===== config.mk =====
export PLATFORM = sky130hd
export DESIGN_NAME = i2c_master_byte_sequencer
export DESIGN_NICKNAME = d
export VERILOG_FILES = /design/src/rtl/i2cms_pkg.sv /design/src/rtl/i2cms_dp.sv /design/src/rtl/i2cms_ctrl.sv /design/src/rtl/i2c_master_byte_sequencer.sv
export SDC_FILE = /design/constraint.sdc
export NUM_CORES = 1
export LEC_CHECK = 0
export ABC_AREA = 1
export ABC_CLOCK_PERIOD_IN_PS = 2500
export BUFFER_PORTS_ARGS = -buffer_cell sky130_fd_sc_hd__buf_4
export CAP_MARGIN = 20
export CORE_UTILIZATION = 50
export CTS_CLUSTER_DIAMETER = 150
export DETAILED_ROUTE_END_ITERATION = 8
export PLACE_DENSITY = 0.74
export SETUP_SLACK_MARGIN = 0.5
export SLEW_MARGIN = 20
export SYNTH_ARGS = -nofsm -noshare
export SYNTH_HDL_FRONTEND = slang
export SYNTH_SLANG_ARGS = --single-unit

===== constraint.sdc =====
create_clock -name clk_i -period 2.5 [get_ports clk_i]
set_input_delay 0.25 -clock clk_i [delete_from_list [all_inputs] [get_ports clk_i]]
set_output_delay 0.25 -clock clk_i [all_outputs]
set_load 0.03 [all_outputs]

===== src/rtl/i2cms_pkg.sv =====
package i2cms_pkg;

  localparam logic [2:0] MODE_START_WR = 3'd0;
  localparam logic [2:0] MODE_START_RD = 3'd1;
  localparam logic [2:0] MODE_WRITE    = 3'd2;
  localparam logic [2:0] MODE_READ     = 3'd3;
  localparam logic [2:0] MODE_STOP     = 3'd4;

  localparam logic [1:0] STAT_OK      = 2'd0;
  localparam logic [1:0] STAT_NACK    = 2'd1;
  localparam logic [1:0] STAT_IGNORED = 2'd2;

  typedef struct packed {
    logic [2:0] mode;
    logic [6:0] address;
    logic [7:0] data_byte;
    logic       send_nack;
    logic [7:0] slave_sda;
  } req_t;

  typedef struct packed {
    logic       scl_level;
    logic       sda_release;
    logic       phase_last;
    logic [7:0] read_data;
    logic       acked;
    logic [1:0] status;
  } rsp_t;

  typedef enum logic [2:0] {
    ST_IDLE,
    ST_START,
    ST_BITS,
    ST_ACK,
    ST_STOP,
    ST_IGNORE
  } seq_state_e;

  typedef enum logic [2:0] {
    PK_START,
    PK_WBIT,
    PK_RBIT,
    PK_WACK,
    PK_RACK,
    PK_STOP,
    PK_HOLD
  } phase_kind_e;

  typedef struct packed {
    logic        load;
    logic        emit;
    logic        shift;
    phase_kind_e kind;
    logic [1:0]  phase;
    logic        last;
    logic        acked;
    logic [1:0]  status;
  } ctl_cmd_t;

  typedef struct packed {
    logic nack;
  } dp_stat_t;

endpackage


===== src/rtl/i2cms_dp.sv =====
module i2cms_dp (
  input  logic             clk_i,
  input  logic             rst_ni,
  input  i2cms_pkg::req_t  req_i,
  input  i2cms_pkg::ctl_cmd_t cmd_i,
  output i2cms_pkg::dp_stat_t stat_o,
  output i2cms_pkg::rsp_t  rsp_o
);
  import i2cms_pkg::*;

  logic [7:0] shift_q, shift_d;
  logic [7:0] samp_q, samp_d;
  logic       nack_q, nack_d;
  logic       snack_q, snack_d;
  logic       bus_scl_q, bus_sda_q;
  rsp_t       out_q, out_d;
  logic       scl, sda;

  // phase levels
  always_comb begin
    scl = bus_scl_q;
    sda = bus_sda_q;
    case (cmd_i.kind)
      PK_START: begin
        scl = 1'b1;
        sda = ~cmd_i.phase[0];
      end
      PK_WBIT: begin
        scl = cmd_i.phase[0];
        sda = shift_q[7];
      end
      PK_RBIT: begin
        scl = cmd_i.phase[0];
        sda = 1'b1;
      end
      PK_WACK: begin
        scl = (cmd_i.phase == 2'd1);
        sda = 1'b1;
      end
      PK_RACK: begin
        scl = (cmd_i.phase == 2'd1);
        sda = snack_q;
      end
      PK_STOP: begin
        scl = (cmd_i.phase != 2'd0);
        sda = (cmd_i.phase == 2'd2);
      end
      default: begin
        scl = bus_scl_q;
        sda = bus_sda_q;
      end
    endcase
  end

  always_comb begin
    shift_d = shift_q;
    samp_d  = samp_q;
    nack_d  = nack_q;
    snack_d = snack_q;
    out_d   = out_q;
    if (cmd_i.load) begin
      samp_d  = req_i.slave_sda;
      nack_d  = req_i.slave_sda[0];
      snack_d = req_i.send_nack;
      case (req_i.mode)
        MODE_START_WR, MODE_START_RD: shift_d = {req_i.address, req_i.mode[0]};
        MODE_WRITE:                   shift_d = req_i.data_byte;
        default:                      shift_d = '0;
      endcase
    end else if (cmd_i.shift) begin
      shift_d = {shift_q[6:0], (cmd_i.kind == PK_RBIT) & samp_q[7]};
      samp_d  = {samp_q[6:0], 1'b0};
    end
    if (cmd_i.emit) begin
      out_d.scl_level   = scl;
      out_d.sda_release = sda;
      out_d.phase_last  = cmd_i.last;
      out_d.read_data   = (cmd_i.last && cmd_i.kind == PK_RACK) ? shift_q : '0;
      out_d.acked       = cmd_i.acked;
      out_d.status      = cmd_i.status;
    end
  end

  always_ff @(posedge clk_i) begin
    shift_q <= shift_d;
    samp_q  <= samp_d;
    nack_q  <= nack_d;
    snack_q <= snack_d;
    out_q   <= out_d;
  end

  // bus levels last driven, idle bus after reset
  always_ff @(posedge clk_i or negedge rst_ni) begin
    if (!rst_ni) begin
      bus_scl_q <= 1'b1;
      bus_sda_q <= 1'b1;
    end else if (cmd_i.emit) begin
      bus_scl_q <= scl;
      bus_sda_q <= sda;
    end
  end

  assign stat_o.nack = nack_q;
  assign rsp_o       = out_q;

endmodule


===== src/rtl/i2cms_ctrl.sv =====
module i2cms_ctrl (
  input  logic                clk_i,
  input  logic                rst_ni,
  input  logic                in_valid_i,
  output logic                in_ready_o,
  input  logic [2:0]          mode_i,
  input  logic                out_ready_i,
  output logic                out_valid_o,
  input  i2cms_pkg::dp_stat_t stat_i,
  output i2cms_pkg::ctl_cmd_t cmd_o
);
  import i2cms_pkg::*;

  seq_state_e state_q, state_d;
  logic [1:0] phase_q, phase_d;
  logic [2:0] bit_q, bit_d;
  logic       open_q, open_d;
  logic       op_rd_q, op_rd_d;
  logic       err_q, err_d;
  logic       out_valid_q, out_valid_d;
  logic       emit_ok;
  ctl_cmd_t   cmd;

  always_ff @(posedge clk_i or negedge rst_ni) begin
    if (!rst_ni) begin
      state_q     <= ST_IDLE;
      phase_q     <= '0;
      bit_q       <= '0;
      open_q      <= 1'b0;
      op_rd_q     <= 1'b0;
      err_q       <= 1'b0;
      out_valid_q <= 1'b0;
    end else begin
      state_q     <= state_d;
      phase_q     <= phase_d;
      bit_q       <= bit_d;
      open_q      <= open_d;
      op_rd_q     <= op_rd_d;
      err_q       <= err_d;
      out_valid_q <= out_valid_d;
    end
  end

  always_comb begin
    state_d    = state_q;
    phase_d    = phase_q;
    bit_d      = bit_q;
    open_d     = open_q;
    op_rd_d    = op_rd_q;
    err_d      = err_q;
    emit_ok    = ~out_valid_q | out_ready_i;
    in_ready_o = (state_q == ST_IDLE);
    cmd.load   = 1'b0;
    cmd.emit   = 1'b0;
    cmd.shift  = 1'b0;
    cmd.kind   = PK_HOLD;
    cmd.phase  = phase_q;
    cmd.last   = 1'b0;
    cmd.acked  = 1'b0;
    cmd.status = STAT_OK;
    case (state_q)
      ST_IDLE: begin
        if (in_valid_i) begin
          cmd.load = 1'b1;
          phase_d  = '0;
          bit_d    = '0;
          case (mode_i)
            MODE_START_WR, MODE_START_RD: begin
              state_d = ST_START;
              open_d  = 1'b1;
              op_rd_d = 1'b0;
              err_d   = 1'b0;
            end
            MODE_WRITE: begin
              state_d = open_q ? ST_BITS : ST_IGNORE;
              op_rd_d = 1'b0;
            end
            MODE_READ: begin
              state_d = open_q ? ST_BITS : ST_IGNORE;
              op_rd_d = 1'b1;
            end
            MODE_STOP: begin
              state_d = open_q ? ST_STOP : ST_IGNORE;
              err_d   = 1'b0;
            end
            default: state_d = ST_IGNORE;
          endcase
        end
      end
      ST_START: begin
        if (emit_ok) begin
          cmd.emit = 1'b1;
          cmd.kind = PK_START;
          if (phase_q[0]) begin
            phase_d = '0;
            state_d = ST_BITS;
          end else begin
            phase_d = 2'd1;
          end
        end
      end
      ST_BITS: begin
        cmd.kind = op_rd_q ? PK_RBIT : PK_WBIT;
        if (emit_ok) begin
          cmd.emit  = 1'b1;
          cmd.shift = phase_q[0];
          if (phase_q[0]) begin
            phase_d = '0;
            if (bit_q == 3'd7) begin
              bit_d   = '0;
              state_d = ST_ACK;
            end else begin
              bit_d = bit_q + 3'd1;
            end
          end else begin
            phase_d = 2'd1;
          end
        end
      end
      ST_ACK: begin
        cmd.kind = op_rd_q ? PK_RACK : PK_WACK;
        if (emit_ok) begin
          cmd.emit = 1'b1;
          if (phase_q == 2'd2) begin
            phase_d = '0;
            if (!op_rd_q && stat_i.nack) begin
              err_d   = 1'b1;
              state_d = ST_STOP;
            end else begin
              cmd.last  = 1'b1;
              cmd.acked = ~op_rd_q;
              state_d   = ST_IDLE;
            end
          end else begin
            phase_d = phase_q + 2'd1;
          end
        end
      end
      ST_STOP: begin
        cmd.kind = PK_STOP;
        if (emit_ok) begin
          cmd.emit = 1'b1;
          if (phase_q == 2'd2) begin
            phase_d    = '0;
            cmd.last   = 1'b1;
            cmd.status = err_q ? STAT_NACK : STAT_OK;
            open_d     = 1'b0;
            state_d    = ST_IDLE;
          end else begin
            phase_d = phase_q + 2'd1;
          end
        end
      end
      ST_IGNORE: begin
        cmd.kind = PK_HOLD;
        if (emit_ok) begin
          cmd.emit   = 1'b1;
          cmd.last   = 1'b1;
          cmd.status = STAT_IGNORED;
          state_d    = ST_IDLE;
        end
      end
      default: state_d = ST_IDLE;
    endcase
    if (cmd.emit) begin
      out_valid_d = 1'b1;
    end else if (out_ready_i) begin
      out_valid_d = 1'b0;
    end else begin
      out_valid_d = out_valid_q;
    end
  end

  assign cmd_o       = cmd;
  assign out_valid_o = out_valid_q;

  a_last_to_idle: assert property (@(posedge clk_i) disable iff (!rst_ni)
    cmd.emit && cmd.last |=> state_q == ST_IDLE)
    else $error("sequencer not idle after last phase");

  a_status_on_last: assert property (@(posedge clk_i) disable iff (!rst_ni)
    cmd.emit && cmd.status != STAT_OK |-> cmd.last)
    else $error("status reported before last phase");

  a_acked_ok: assert property (@(posedge clk_i) disable iff (!rst_ni)
    cmd.emit && cmd.acked |-> cmd.last && cmd.status == STAT_OK)
    else $error("ack reported with error status");

  a_stop_closes: assert property (@(posedge clk_i) disable iff (!rst_ni)
    state_q == ST_STOP && cmd.emit && cmd.last |=> !open_q)
    else $error("transfer still open after stop");

  a_no_emit_when_full: assert property (@(posedge clk_i) disable iff (!rst_ni)
    out_valid_q && !out_ready_i |-> !cmd.emit)
    else $error("phase overwrote a waiting result");

endmodule


===== src/rtl/i2c_master_byte_sequencer.sv =====
// channel   direction  payload           handshake
// request   in         in_req_i (req_t)  in_valid_i / in_ready_o
// phase     out        out_rsp_o (rsp_t) out_valid_o / out_ready_i
//
// a request is accepted, then emits its bus phases; start sends start, eight bits and ack;
// eight bits and ack for write or read; stop; one hold if ignored; a write nack adds stop
// the phase sequencer emits at most one phase a cycle into a single output register
// reset leaves the bus idle with no transfer open
// a stalled output register holds the sequencer; the next request waits for the last phase
module i2c_master_byte_sequencer (
  input  logic            clk_i,
  input  logic            rst_ni,
  input  logic            in_valid_i,
  output logic            in_ready_o,
  input  i2cms_pkg::req_t in_req_i,
  output logic            out_valid_o,
  input  logic            out_ready_i,
  output i2cms_pkg::rsp_t out_rsp_o
);
  import i2cms_pkg::*;

  ctl_cmd_t cmd;
  dp_stat_t stat;

  i2cms_ctrl u_ctrl (
    .clk_i      (clk_i),
    .rst_ni     (rst_ni),
    .in_valid_i (in_valid_i),
    .in_ready_o (in_ready_o),
    .mode_i     (in_req_i.mode),
    .out_ready_i(out_ready_i),
    .out_valid_o(out_valid_o),
    .stat_i     (stat),
    .cmd_o      (cmd)
  );

  i2cms_dp u_dp (
    .clk_i  (clk_i),
    .rst_ni (rst_ni),
    .req_i  (in_req_i),
    .cmd_i  (cmd),
    .stat_o (stat),
    .rsp_o  (out_rsp_o)
  );

endmodule

==> results of run 1 <==
final timing paths:
path / cells after the start / slack [ns] / to
min in group asynchronous: 2 / 0.33 / u_ctrl.open_q$_DFFE_PN0P_
worst min register to register: 2 / 0.47 / u_dp.bus_scl_q$_DFFE_PN1P_
worst max-delay path: 6 / 0.70 / u_dp.shift_q[4]$_DFFE_PP_
worst min-delay path: 1 / 0.13 / u_dp.stat_o$_DFFE_PP_
max in group asynchronous: 2 / 1.92 / u_dp.bus_sda_q$_DFFE_PN1P_
worst max register to register: 6 / 0.70 / u_dp.shift_q[4]$_DFFE_PP_
cells in the mapped netlist, drive strengths merged:
master / number
nand4: 6
nand2: 71
nor3: 3
dfstp: 2
o211ai: 2
nand3: 12
clkinv: 1
ha: 2
a31oi: 1
and2: 1
inv: 40
buf: 3
o21bai: 1
o21ai: 17
nor3b: 1
o31ai: 1
a32oi: 7
edfxtp: 32
dfrtp: 12
nor2: 33
nand3b: 1
a21oi: 12
kinds of logic (layout without fill, tap and decap cells):
family	Yosys count	after routing	synth area share
AND/OR/NAND/NOR	128	128	0.245
buffers and inverters	44	98	0.0750
adder cells (fa/ha/maj)	2	2	0.0107
flip-flops	46	46	0.562
AO/OA/AOI/OAI	41	41	0.107
state kept, by name (all words and copies together) (netlist names), 2 cells and up:
signal          flops
u_dp.rsp_o         14
u_dp.samp_q         8
u_dp.shift_q        8
u_ctrl.bit_q        3
u_ctrl.state_q      3
u_ctrl.phase_q      2
stage by stage:
step | power [mW] | util | instance area (um2) | std cells
6_report | 3.56 | 0.648 | 2860 | 367
3_5_place_dp | 3.02 | 0.621 | 2740 | 358
5_1_grt | 3.82 | 0.648 | 2860 | 367
2_1_floorplan | 2.55 | - | 2340 | 261
3_3_place_gp | 2.99 | 0.621 | 2740 | 358
4_1_cts | 3.57 | 0.647 | 2860 | 367
critical path, cell delays in order (launching register included):
cell,delay [ns]
dfrtp_1,0.49
nor2_4,0.20
inv_2,0.07
nor2_4,0.16
nand2_4,0.20
nand2_1,0.11
buf_4,0.25
metal layers:
layer  vias to the layer above  share of wire  global-route usage  routed length [um]
met2                        74           0.46               0.321                2220
met1                       861           0.46               0.296                2220
met5                         -              0                   0                   0
met4                         0          0.016              0.0756                  79
li1                        973              -                   -                   -
met3                        11          0.062              0.0505                 301
power groups by stage:
| stage | Sequential, mW | Combinational, mW | Clock [mW] |
|---|---|---|---|
| after floorplan | 1.62 | 0.928 | 0 |
| final | 1.42 | 1.60 | 0.536 |
| after global placement | 1.43 | 1.56 | 0 |
| after CTS | 1.42 | 1.59 | 0.549 |
| after detailed placement | 1.44 | 1.59 | 0 |
| after global routing | 1.46 | 1.78 | 0.581 |
final cells by class:
type / count / area [um2]
Clock buffer: 7 / 76.3
Tap cell: 52 / 65.1
Timing Repair Buffer: 49 / 370
Inverter: 41 / 154
Fill cell: 387 / 1550
Sequential cell: 46 / 1310
Clock inverter: 1 / 30.0
Multi-Input combinational cell: 171 / 852
repair_timing:
item | in CTS | in global routing
endpoints found under the setup margin | 0 | 19
gates resized for setup | 0 | 1
endpoints found under the hold margin | 12 | 0
hold buffers | 1 | 0
==> results.tsv, run 1 <==
stage	metric	value	unit
sta	whs	0.132	ns
cts	cts_root_buffer	clkbuf_8	
final_layout	diodes	0	
power_and_ir_drop	combPwrFrac	0.449	
critical_path	required	2.49	ns
floorplanning	core	4410	um2
cts	clk_path_buf_depth	2	
cts	clkLatencyLatePin	0.30	ns
floorplanning	dieArea	4950	um2
cts	cts_tree	yes	
power_and_ir_drop	p_leak	1.34	nW
outcome	status	completed	
global_routing	grt_pass1_wl	8120	um
synthesis	syn_area	2340	um2
placed_design	routabilityCongestion	0.921	
power_and_ir_drop	max-vdd-ir-drop	0.519	mV
cts	clk_pin_slew	0.08	ns
final_layout	syn_to_final_growth	22.5	%
sta	clock_skew	0.00650	ns
critical_path	cp_data_arrival_time	1.79	ns
synthesis	synth_top_area_frac	0.411	
synthesis	synth_cell_types	32	
cts	cts_inserted_buffers	5	
synthesis	synth_nets	294	
power_and_ir_drop	seqPwrFrac	0.400	
routing	first_iter_violations	126	
critical_path	end_kind	register	
final_layout	drive_gt1_frac	0.241	
floorplanning	fp.dieW	70.4	um
synthesis	yosysSeqAreaShare	0.562	
sta	maxSlewViolCount	0	
floorplanning	num_io_pins	47	
sta	finalCritPeriodShare	0.719	
final_layout	fin_nets	347	
routing	vias_per_cell	5.23	
routing	drc	0	
sta	post-route-min-period	1.80	ns
sta	setup_tns	0	ns
synthesis	synthCells	261	
global_routing	grt_remaining_overflow	0	
power_and_ir_drop	power_frac_clock	0.151	
global_routing	grt_pass1_vias	1742	
routing	wl	4820	um
power_and_ir_drop	powerDensity	1240	nW/um2
critical_path	crit_path_max_fanout	27	
final_layout	layout_commonest_cell	nand2_1	
critical_path	rr_startpoint	u_ctrl.state_q[1]$_DFFE_PN0P_	
cts	post_cts_buffers	0	
routing	drtAntennaViolNets	0	
placed_design	dpl_worst_slack	0.590	ns
power_and_ir_drop	internal_power	2.08	mW
global_routing	antenna_found_initial	0	
global_routing	grt_usage	0.212	
synthesis	postSynthAreaPerCell	8.95	um2
placed_design	io_buffers	46	
sta	fmax	0.556	GHz
critical_path	start_kind	register	
global_routing	grt_max_degree	28	
critical_path	worstSetupPathType	reg2reg	
sta	fin_ws	0.702	ns
sta	hold_viol	0	
placed_design	post-dp-hpwl	3610	um
worst_hold_path	holdCritStartpoint	in_req_i[0]	
sta	worst_pin_slew	0.482	ns
job	maxCapViolations	0	
synthesis	synth-seq-cells	46	
synthesis	synthTopCellsByArea	edfxtp_1 41%, dfrtp_1 13%, nand2_1 11%	
power_and_ir_drop	power.switching_fraction	0.417	
floorplanning	rows	24	
synthesis	yosys_warnings	0	
cts	htreeDepth	2	
sta	rsz0062_at_grt	no	
worst_hold_path	hp-class	in2reg	
sta	setup_violations	0	
synthesis	synth_top_cell_by_area	edfxtp_1	
cts	cts.sinks	46	
floorplanning	die_h	70.4	um
routing	wl_per_cell	13.1	um
sta	slew_headroom	0.677	
critical_path	critPathLaunch	u_ctrl.state_q[1]$_DFFE_PN0P_	
floorplanning	start_util	0.529	
routing	first_pass_iters	5	
final_layout	layout_common_cells	66 x nand2_1, 48 x buf_4, 35 x inv_1	
power_and_ir_drop	p_switching	1.48	mW
routing	vias	1919	
No activity file was read; power rests on OpenSTA's default activity.
==> inputs of run 2 (changes only) <==
Settings changed: ABC_AREA 1 to 0, ABC_CLOCK_PERIOD_IN_PS 2500 to 1700, PLACE_DENSITY 0.74 to 0.73.
Clock period 2.5 ns to 1.7 ns, I/O delays scaled along.
==> run 2 against run 1 <==
Net effect: synthesized cell count shrank 13%; area after synthesis grew 4.4%; sequential share of layout area shrank 9.7 points; total power grew 78%; non-clock buffer count grew 44; critical path depth is the same; combinational power grew 130%.
==> results.tsv, run 2 <==
stage	metric	value	unit
final_layout	syn_to_final_growth	49.0	%
cts	cts.sinks	46	
cts	clk_path_buf_depth	2	
sta	post-route-min-period	1.70	ns
synthesis	synthSimpleGateAreaFrac	0.185	
global_routing	grt_pass1_vias	1932	
synthesis	synth_xor_xnor_area_share	0	
synthesis	yosysSeqAreaShare	0.538	
synthesis	synthMuxAreaShare	0.0503	
floorplanning	fp.dieW	71.9	um
global_routing	grt_max_degree	18	
power_and_ir_drop	max-vdd-ir-drop	1.02	mV
synthesis	synth_compound_area_frac	0.171	
global_routing	grt_pass1_wl	9360	um
floorplanning	rows	25	
synthesis	ys_top_cells_by_count	32 x edfxtp_1, 22 x a21oi_1, 17 x nand2_1, 15 x nor2b_1, 14 x nor2_1	
sta	fin_ws	0.00232	ns
synthesis	postSynthAreaPerCell	10.7	um2
routing	first_iter_violations	264	
synthesis	synth-seq-cells	46	
final_layout	layout_common_cells	75 x buf_4, 32 x edfxtp_1, 19 x a21oi_1	
worst_hold_path	holdCritStartpoint	in_req_i[8]	
final_layout	stdcell_area	3640	um2
sta	setup_violations	0	
sta	slew_headroom	0.755	
placed_design	io_buffers	46	
final_layout	drive_gt1_frac	0.527	
final_layout	utilization	0.770	
sta	clock_skew	0.00932	ns
placed_design	dpl_cell_area	3130	um2
global_routing	antenna_found_initial	0	
critical_path	reg2regPathDepth	6	
floorplanning	start_util	0.517	
routing	drtAntennaViolNets	0	
synthesis	synthTopCellsByArea	edfxtp_1 39%, dfrtp_1 12%, a21oi_1 4.5%	
final_layout	diodes	0	
routing	vias	2134	
final_layout	largest_reg_flops	14	
critical_path	r2r-end	u_dp.bus_sda_q$_DFFE_PN1P_	
final_layout	fin_cells	382	
floorplanning	core	4720	um2
final_layout	layout_commonest_cell	buf_4	
placed_design	post-dp-hpwl	3920	um
power_and_ir_drop	p_leak	1.53	nW
routing	drc	0	
cts	clk_pin_slew	0.09	ns
placed_design	routabilityCongestion	0.940	
routing	first_pass_iters	5	
synthesis	synth_cell_types	48	
synthesis	synthArstFlopShare	0.304	
worst_hold_path	worstHoldEndpoint	u_dp.snack_q$_DFFE_PP_	
cts	cts_inserted_buffers	5	
placed_design	dp_cells	354	
global_routing	grt_remaining_overflow	0	
critical_path	worstSetupPathType	reg2reg	
cts	clkLatencyLatePin	0.30	ns
synthesis	synth_top_family_by_area	simple AND/OR/NAND/NOR gates	
sta	worst_pin_slew	0.364	ns
synthesis	syn_area	2440	um2
job	maxCapViolations	0	
floorplanning	num_io_pins	47	
final_layout	fin_nets	347	
synthesis	yosys_warnings	0	
synthesis	synth_top_area_frac	0.394	
critical_path	end_kind	register	
critical_path	required	1.94	ns
placed_design	dpl_worst_slack	0.0296	ns
routing	vias_per_cell	5.59	
sta	hold_viol	0	
routing	wl_per_cell	16.7	um
cts	cts_tree	yes	
critical_path	r2r_slack	0.002	ns
synthesis	synthCells	227	
routing	wl	6370	um
synthesis	synth_fa_ha_area_frac	0.0103	
sta	setup_tns	0	ns
floorplanning	dieArea	5160	um2
cts	cts_root_buffer	clkbuf_8	
critical_path	rr_startpoint	u_ctrl.state_q[0]$_DFFE_PN0P_	
critical_path	crit_path_max_fanout	5	
synthesis	yosysMostFrequentCell	edfxtp_1	
sta	fmax	0.589	GHz
outcome	status	completed	
cts	htreeDepth	2	
floorplanning	die_h	71.9	um
synthesis	synth_top_cell_by_area	edfxtp_1	
power_and_ir_drop	powerDensity	1750	nW/um2
worst_hold_path	hp-class	in2reg	
critical_path	cp_data_arrival_time	1.93	ns
sta	rsz0062_at_grt	yes	
critical_path	start_kind	register	
sta	finalCritPeriodShare	0.999	
worst_hold_path	holdPathStages	1	
global_routing	grt_usage	0.242	
synthesis	synth_nets	260	
synthesis	synth_edf_count	32	
synthesis	synthFlopType	edfxtp_1	
sta	maxSlewViolCount	0	
[run 2: changes by cell type after synthesis, sizes merged, moves of 10 or more]
cell	change
o31ai	+10
inv	-33
a21oi	+10
nand2	-54
nor2	-17
mux2	+10
nor2b	+15
[run 2: metal layers]
metal  track usage  routed length (um)  part of all wire  vias to the layer above
li1              -                   -                 -                     1012
met3        0.0323                 368             0.058                       14
met5             0                   0                 0                        -
met1         0.340                2790              0.44                     1031
met2         0.375                3100              0.49                       77
met4         0.113                 108             0.017                        0
[run 2: power breakdown]
part	switching, mW	leakage, nW	internal, mW
clock	0.377	0.0452	0.291
sequential	0.227	0.478	1.72
combinational	1.95	1.01	1.78
[run 2: kinds of logic after synthesis]
group | count (synthesis)
multiplexers | 11
flip-flops | 46
buffers and inverters | 22
AND/OR/NAND/NOR | 84
adder cells (fa/ha/maj) | 2
AO/OA/AOI/OAI | 62
[run 2: how the worst max path moves through the flow]
stage               slack (ns)                         end                          start  depth (start not counted)
floorplan                -0.08    u_dp.samp_q[1]$_DFFE_PP_  u_ctrl.state_q[1]$_DFFE_PN0P_                          5
CTS                       0.09    u_dp.samp_q[6]$_DFFE_PP_  u_ctrl.state_q[0]$_DFFE_PN0P_                          5
finish                   0.002  u_dp.bus_sda_q$_DFFE_PN1P_  u_ctrl.state_q[0]$_DFFE_PN0P_                          6
global placement          0.06    u_dp.samp_q[4]$_DFFE_PP_  u_ctrl.state_q[0]$_DFFE_PN0P_                          5
global route             -0.07    u_dp.rsp_o[12]$_DFFE_PP_  u_ctrl.state_q[0]$_DFFE_PN0P_                          6
detailed placement        0.03    u_dp.samp_q[2]$_DFFE_PP_  u_ctrl.state_q[0]$_DFFE_PN0P_                          5
[run 2: stage by stage]
step / hold WS, ns / power (mW)
after global routing: 0.0360 / 6.62
after CTS: 0.0419 / 5.96
after detailed placement: 0.0393 / 4.73
final: 0.0400 / 6.35
after floorplan: -0.126 / 3.82
after global placement: 0.0376 / 4.68
[run 2: cell type report]
class | instances | area, um2
Clock buffer | 6 | 72.6
Timing Repair Buffer | 93 | 790
Inverter | 7 | 36.3
Timing Repair inverter | 2 | 16.3
Fill cell | 294 | 1090
Tap cell | 67 | 83.8
Clock inverter | 2 | 13.8
Sequential cell | 46 | 1320
Multi-Input combinational cell | 159 | 1310
[run 2: critical path, cell delays in order (launching register included)]
cell,delay [ns]
dfrtp_2,0.46
buf_4,0.16
nor3_2,0.23
a311oi_2,0.07
a211o_1,0.29
buf_4,0.15
mux2_4,0.26
[run 2: timing repair]
item | CTS | global route
gates resized for setup | 46 | 20
pin swaps | 9 | 15
cloned | 2 | 0
endpoints found under the setup margin | 76 | 76
buffers inserted | 11 | 6
endpoints found under the hold margin | 14 | 0
hold buffers | 1 | 0
